File: config.mk
export PLATFORM = sky130hd
export DESIGN_NAME = bmma_mac
export DESIGN_NICKNAME = d
export VERILOG_FILES = /design/src/sv/bmma_pkg.sv /design/src/sv/bmma_mac.sv
export SDC_FILE = /design/constraint.sdc
export NUM_CORES = 1
export LEC_CHECK = 0
export BUFFER_PORTS_ARGS = -buffer_cell sky130_fd_sc_hd__buf_2
export CAP_MARGIN = 10
export CORE_MARGIN = 1
export CORE_UTILIZATION = 40
export CTS_CLUSTER_SIZE = 14
export DETAILED_ROUTE_END_ITERATION = 10
export MAX_ROUTING_LAYER = met4
export PLACE_DENSITY = 0.69
export SETUP_SLACK_MARGIN = 0.15
export SKIP_LAST_GASP = 1
export SYNTH_ARGS = -nofsm -noshare
export SYNTH_HDL_FRONTEND = slang
export SYNTH_SLANG_ARGS = --single-unit
export TNS_END_PERCENT = 20
File: constraint.sdc
create_clock -name clk_i -period 4 [get_ports clk_i]
set_input_delay 0.6 -clock clk_i [delete_from_list [all_inputs] [get_ports clk_i]]
set_output_delay 0.6 -clock clk_i [all_outputs]
set_load 0.02 [all_outputs]
File: src/sv/bmma_pkg.sv
`timescale 1ns / 1ps
`default_nettype none

package bmma_pkg;

  // matrix geometry
  localparam int MAX_DIM     = 64;
  localparam int IDX_W       = $clog2(MAX_DIM);
  localparam int ADDR_W      = 2 * IDX_W;
  localparam int STORE_DEPTH = MAX_DIM * MAX_DIM;
  localparam int DIM_W       = 7;

  // arithmetic widths
  localparam int ELEM_W = 16;
  localparam int PROD_W = 2 * ELEM_W;
  localparam int ACC_W  = 48;
  localparam int SUM_W  = ACC_W + 2;

  // stream and register port widths
  localparam int S_DATA_W = 32;
  localparam int S_USER_W = 2;
  localparam int M_DATA_W = 64;
  localparam int APB_A_W  = 3;
  localparam int APB_D_W  = 32;

  typedef enum logic [1:0] {
    OP_LOAD_A  = 2'd0,
    OP_LOAD_BT = 2'd1,
    OP_LOAD_C  = 2'd2,
    OP_COMPUTE = 2'd3
  } opcode_e;

  typedef enum logic {
    REG_ROW_COUNT = 1'b0,
    REG_DIM_SIZE  = 1'b1
  } reg_idx_e;

  // control from the sequencer to the mac datapath
  typedef struct packed {
    logic rd_valid;  // operand read data valid this cycle
    logic init;      // c element read data valid, start a new sum
  } mac_ctrl_t;

endpackage

`default_nettype wire

File: src/sv/bmma_mac.sv
`timescale 1ns / 1ps
`default_nettype none

module bmma_mac (
  input  wire logic                          clk_i,
  input  wire logic                          rst_ni,
  input  wire bmma_pkg::mac_ctrl_t           ctrl_i,
  input  wire logic [bmma_pkg::ELEM_W-1:0]   a_i,
  input  wire logic [bmma_pkg::ELEM_W-1:0]   b_i,
  input  wire logic [bmma_pkg::ACC_W-1:0]    c_init_i,
  output logic                               busy_o,
  output logic [bmma_pkg::ACC_W-1:0]         acc_sat_o
);
  import bmma_pkg::*;

  logic signed [PROD_W-1:0] prod_q;
  logic                     prod_v_q;
  logic signed [SUM_W-1:0]  acc_q;
  logic [SUM_W-ACC_W:0]     acc_top;
  logic                     in_range;

  always_ff @(posedge clk_i or negedge rst_ni) begin
    if (!rst_ni) begin
      prod_v_q <= 1'b0;
    end else begin
      prod_v_q <= ctrl_i.rd_valid;
    end
  end

  // product register, then exact accumulation
  always_ff @(posedge clk_i) begin
    if (ctrl_i.rd_valid) begin
      prod_q <= $signed(a_i) * $signed(b_i);
    end
    if (ctrl_i.init) begin
      acc_q <= {{(SUM_W-ACC_W){c_init_i[ACC_W-1]}}, c_init_i};
    end else if (prod_v_q) begin
      acc_q <= acc_q + {{(SUM_W-PROD_W){prod_q[PROD_W-1]}}, prod_q};
    end
  end

  // saturate to the accumulator range
  assign acc_top  = acc_q[SUM_W-1:ACC_W-1];
  assign in_range = (&acc_top) || (~|acc_top);

  always_comb begin
    if (in_range) begin
      acc_sat_o = acc_q[ACC_W-1:0];
    end else if (acc_q[SUM_W-1]) begin
      acc_sat_o = {1'b1, {(ACC_W-1){1'b0}}};
    end else begin
      acc_sat_o = {1'b0, {(ACC_W-1){1'b1}}};
    end
  end

  assign busy_o = prod_v_q;

endmodule

`default_nettype wire

# Word level (Yosys, flattened, before mapping)
# Cells that the tools add are included.
# word_totals
regBits	83
inputBits	84
output_inout_bits	49
elab_cells	14
# op_classes
n_addsub	1
n_mul	1
muxes	4
n_reduce_logical	5
# ops
op	n
50-bit 2-to-1 mux	2
48-bit 2-to-1 mux	2
50-bit adder	1
16-bit by 16-bit multiplier with 32-bit output	1
3-bit AND reduction	1
3-bit OR reduction	1
2-bit nonzero test	1
1-bit logical NOT	1
1-bit logical OR	1

# Depth between registers and ports, before layout
# depth
ltp_word	4
ltp_mapped	24
mapped_depth_nobuf	23

# Least setup slack after synthesis
# OpenSTA, ideal clock, no wires.
# synth_timing
kind	input to register
start	in b_i[2] (netlist name)
end	reg prod_q[29] (data pin)
setup_ns	0.266
arrival_ns	6.298
required_ns	3.734
path_slack_ns	-2.564
path_stages	23
n_path_buf	1
cell_sequence	clkbuf_1 -> and2_1 -> fa_1 -> inv_1 -> fa_1 -> fa_1 -> inv_1 -> fa_1 -> fa_1 -> inv_1 -> fa_1 -> inv_1 -> ha_1 -> a21o_1 -> a21o_1 -> o21bai_1 -> a21oi_1 -> a31o_2 -> a21oi_1 -> a311o_1 -> a2111oi_0 -> nor3_1 -> xor2_1
# synth_via
elab_chain_cells	1
# synth_lines
item	line_no	rtl
start, declared	bmma_mac.sv:9	input wire logic [bmma_pkg::ELEM_W-1:0] b_i,
16-bit by 16-bit multiplier with 32-bit output	bmma_mac.sv:33	prod_q <= $signed(a_i) * $signed(b_i);
end signal, assigned	bmma_mac.sv:33	
end, declared	bmma_mac.sv:16	logic signed [PROD_W-1:0] prod_q;
# Every way passes these cells.
# A chain may end at the register's enable or synchronous reset.

# Worst setup path in the final report
# layout_timing
start	in b_i[4] (netlist name)
end	reg prod_q[29] (data pin)
# The elaborated chain is that of the path after synthesis.

==> flow_summary.yaml <==
finish:
  area_growth_pct: 20.4
  nFillCells: 3549
  antenna_cells: 0
  multi_input_area_sq_um: 12000
  nets: 2449
  layout-drive-gt1-share_pct: 20.6
  seq_area_sq_um: 2490
drt:
  first_pass_iters: 5
  drtIter0Drc: 625
  drc: 0
  wl_um: 38200
  drtAntennaViolNets: 0
  avgViaCountPerCell: 5.01
  wl_per_cell_um: 15.4
  num_vias: 12500
yosys:
  seq_area_frac_synth_pct: 15.9
  muxShareOfSynthArea_pct: 0.562
  synthSimpleGateAreaFrac_pct: 15.3
  yosys.area.top_type: "fa_1"
  synthCells: 1702
  yosysUniqueCellTypes: 59
  netlist_area_sq_um: 15600
  synth_area_leaders: "fa_1, edfxtp_1, ha_1"
  synth_nets: 2180
  ys_ff_latch: 83
  synth_compound_area_share_pct: 10.6
  yosysMostFrequentCell: "inv_1"
  ys_top_cells_by_count: "inv_1, fa_1, nand2_1"
  synth_edf_count: 82
  synth_top_family_by_area: "adder cells"
  async_flop_share_pct: 1.20
  yosysWarnings: 0
  synth_flop_cell: "edfxtp_1"
  synth-xor-area-share_pct: 4.60
  synth_fa_ha_area_share_pct: 44.3
  synth_top_area_share_pct: 33.8
  syn_avg_cell_area_sq_um: 9.16
sta:
  layout_setup_ws_ns: -2.07
  tightest_slew_ns: 1.16
  max_freq_ghz: 0.165
  setup_viol: 25
  fin_crit_ns: 6.07
  hold_ws_ns: 0.0227
  hold_viol: 0
  rsz0062_at_grt: "true"
  fin_crit_sh_pct: 152
  slew_headroom_pct: 22.7
  fin_skew_ns: 0.00605
  finalMaxSlewViolations: 0
placed_design:
  gp_congestion: 0.913
  dp_hpwl_um: 32700
  numPortBuffers: 132
  dp_slack_ns: -2.57
cts:
  clkLatencyLatePin_ns: 0.34
  numCtsBuffers: 9
  root_buffer: "clkbuf_16"
  path_clk_slew_ns: 0.06
  cts_buffer_depth: 2
  cts.sinks: 83
  cts_hold_buf: 0
  ctsHtreeMaxLevel: 3
  cts_tree: "built"
grt:
  grt_pass1_wl_um: 63100
  overflow: 0
  grt_pass1_vias: 13100
  antenna_found_initial: 0
  grt_start_max_net_pins: 97
  grtUsageTotal_pct: 20.5
outcome:
  violations: "negative setup slack"
  status: "complete, but fails checks"
floorplanning:
  core-area_sq_um: 38000
  die_w_um: 199
  initial_core_util_pct: 41.0
  num_rows: 71
  die_y_um: 199
  io_pins: 133
  die_area_sq_um: 39800
setup_path:
  cp-start-kind: "primary input"
  timing.rr.start: "prod_q[0]$_DFFE_PP_"
  worstSetupEndpointType: "register"
  rr_endpoint: "acc_q[46]$_DFFE_PP_"
  r2r_setup_slack_ns: 0.40
  arrival_ns: 6.16
  crit_start: "b_i[4]"
  crit_fanout: 6
  r2r_cells: 13
  critical_path_class: "in2reg"
  required_ns: 4.08
  endpoint: "prod_q[29]$_DFFE_PP_"
job:
  maxCapViolCount: 0
worst_hold_path:
  hold_path.class: "in2async"
logic make-up (layout without fill, tap and decap cells):
logic type,Yosys count,count (layout)
simple gates,513,513
fa+ha+maj,394,394
buf+inv,362,635
compound gates,260,260
flops,83,83
xor+xnor,82,82
mux,8,8
worst min-delay path by stage:
stage                 from          endpoint  slack (ns)  depth (start not counted)
floorplan           rst_ni  busy_o$_DFF_PN0_        0.30                          0
global placement    rst_ni  busy_o$_DFF_PN0_        0.37                          1
detailed placement  rst_ni  busy_o$_DFF_PN0_        0.38                          1
CTS                 rst_ni  busy_o$_DFF_PN0_        0.01                          1
global route        rst_ni  busy_o$_DFF_PN0_        0.01                          1
finish              rst_ni  busy_o$_DFF_PN0_        0.02                          1
registers in the layout, indices dropped and copies added (netlist names):
register / count
busy_o: 1
acc_q: 50
prod_q: 32
cells in the final DEF (no fill, tap or decap), drive strengths merged, types with 8 or more instances in the layout:
master    n
fa      263
and2    130
buf     318
nor2    135
inv     303
nor3      8
xnor2    53
o21ai    78
ha      131
clkbuf    9
nand4    10
o21a      9
a21oi    73
o21bai   12
edfxtp   82
nand2b    8
xor2     29
a21o     34
nand2   189
nand3    15
a31oi     8
a211oi   11
critical path: stages:
cell and delay (ns):
buf_8 0.11, buf_6 0.12, and2_4 0.13, fa_1 0.52
inv_1 0.05, fa_1 0.46, fa_1 0.54, inv_2 0.05
fa_1 0.45, fa_1 0.49, inv_1 0.05, fa_1 0.49
inv_2 0.05, ha_4 0.23, a21o_1 0.17, a21o_1 0.19
o21bai_4 0.18, a21oi_2 0.17, a31o_4 0.17, a21oi_2 0.05
a311o_1 0.32, a2111oi_4 0.33, nor3_2 0.07, xor2_1 0.14
stage by stage:
| step | area [sq um] | util (%) | std cells | TNS [ns] |
|---|---|---|---|---|
| after floorplan | 15800 | - | 1702 | -33.52 |
| after global placement | 18000 | 47.5 | 2448 | -43.40 |
| after detailed placement | 18000 | 47.5 | 2448 | -45.08 |
| after CTS | 18600 | 49.0 | 2483 | -36.73 |
| after global routing | 18800 | 49.4 | 2486 | -41.79 |
| final | 18800 | 49.4 | 2486 | -36.58 |
metal layers:
| metal | up-vias | track usage [%] | part of all wire, % |
|---|---|---|---|
| met2 | 333 | 34.9 | 48 |
| met3 | 54 | 2.04 | 5.0 |
| met4 | 0 | 5.46 | 2.0 |
| met1 | 6145 | 26.2 | 45 |
| met5 | - | - | 0 |
| li1 | 5934 | - | - |
what timing repair did:
item / CTS / global route
endpoints found under the hold margin: 0 / 0
resized for setup: 42 / 35
buffers inserted: 20 / 3
endpoints found under the setup margin: 26 / 26
pin swaps: 33 / 19
layout make-up:
cell class | instances | area share (%)
Multi-Input combinational cell | 1257 | 64.0
Clock buffer | 9 | 1.20
Inverter | 302 | 6.04
Sequential cell | 83 | 13.2
Tap cell | 511 | 3.41
Clock inverter | 6 | 0.353
Timing Repair Buffer | 318 | 11.7
Power is left out: the tool's default activity adds up to more than one toggle a clock period on the data nets, which glitch-free logic cannot reach.
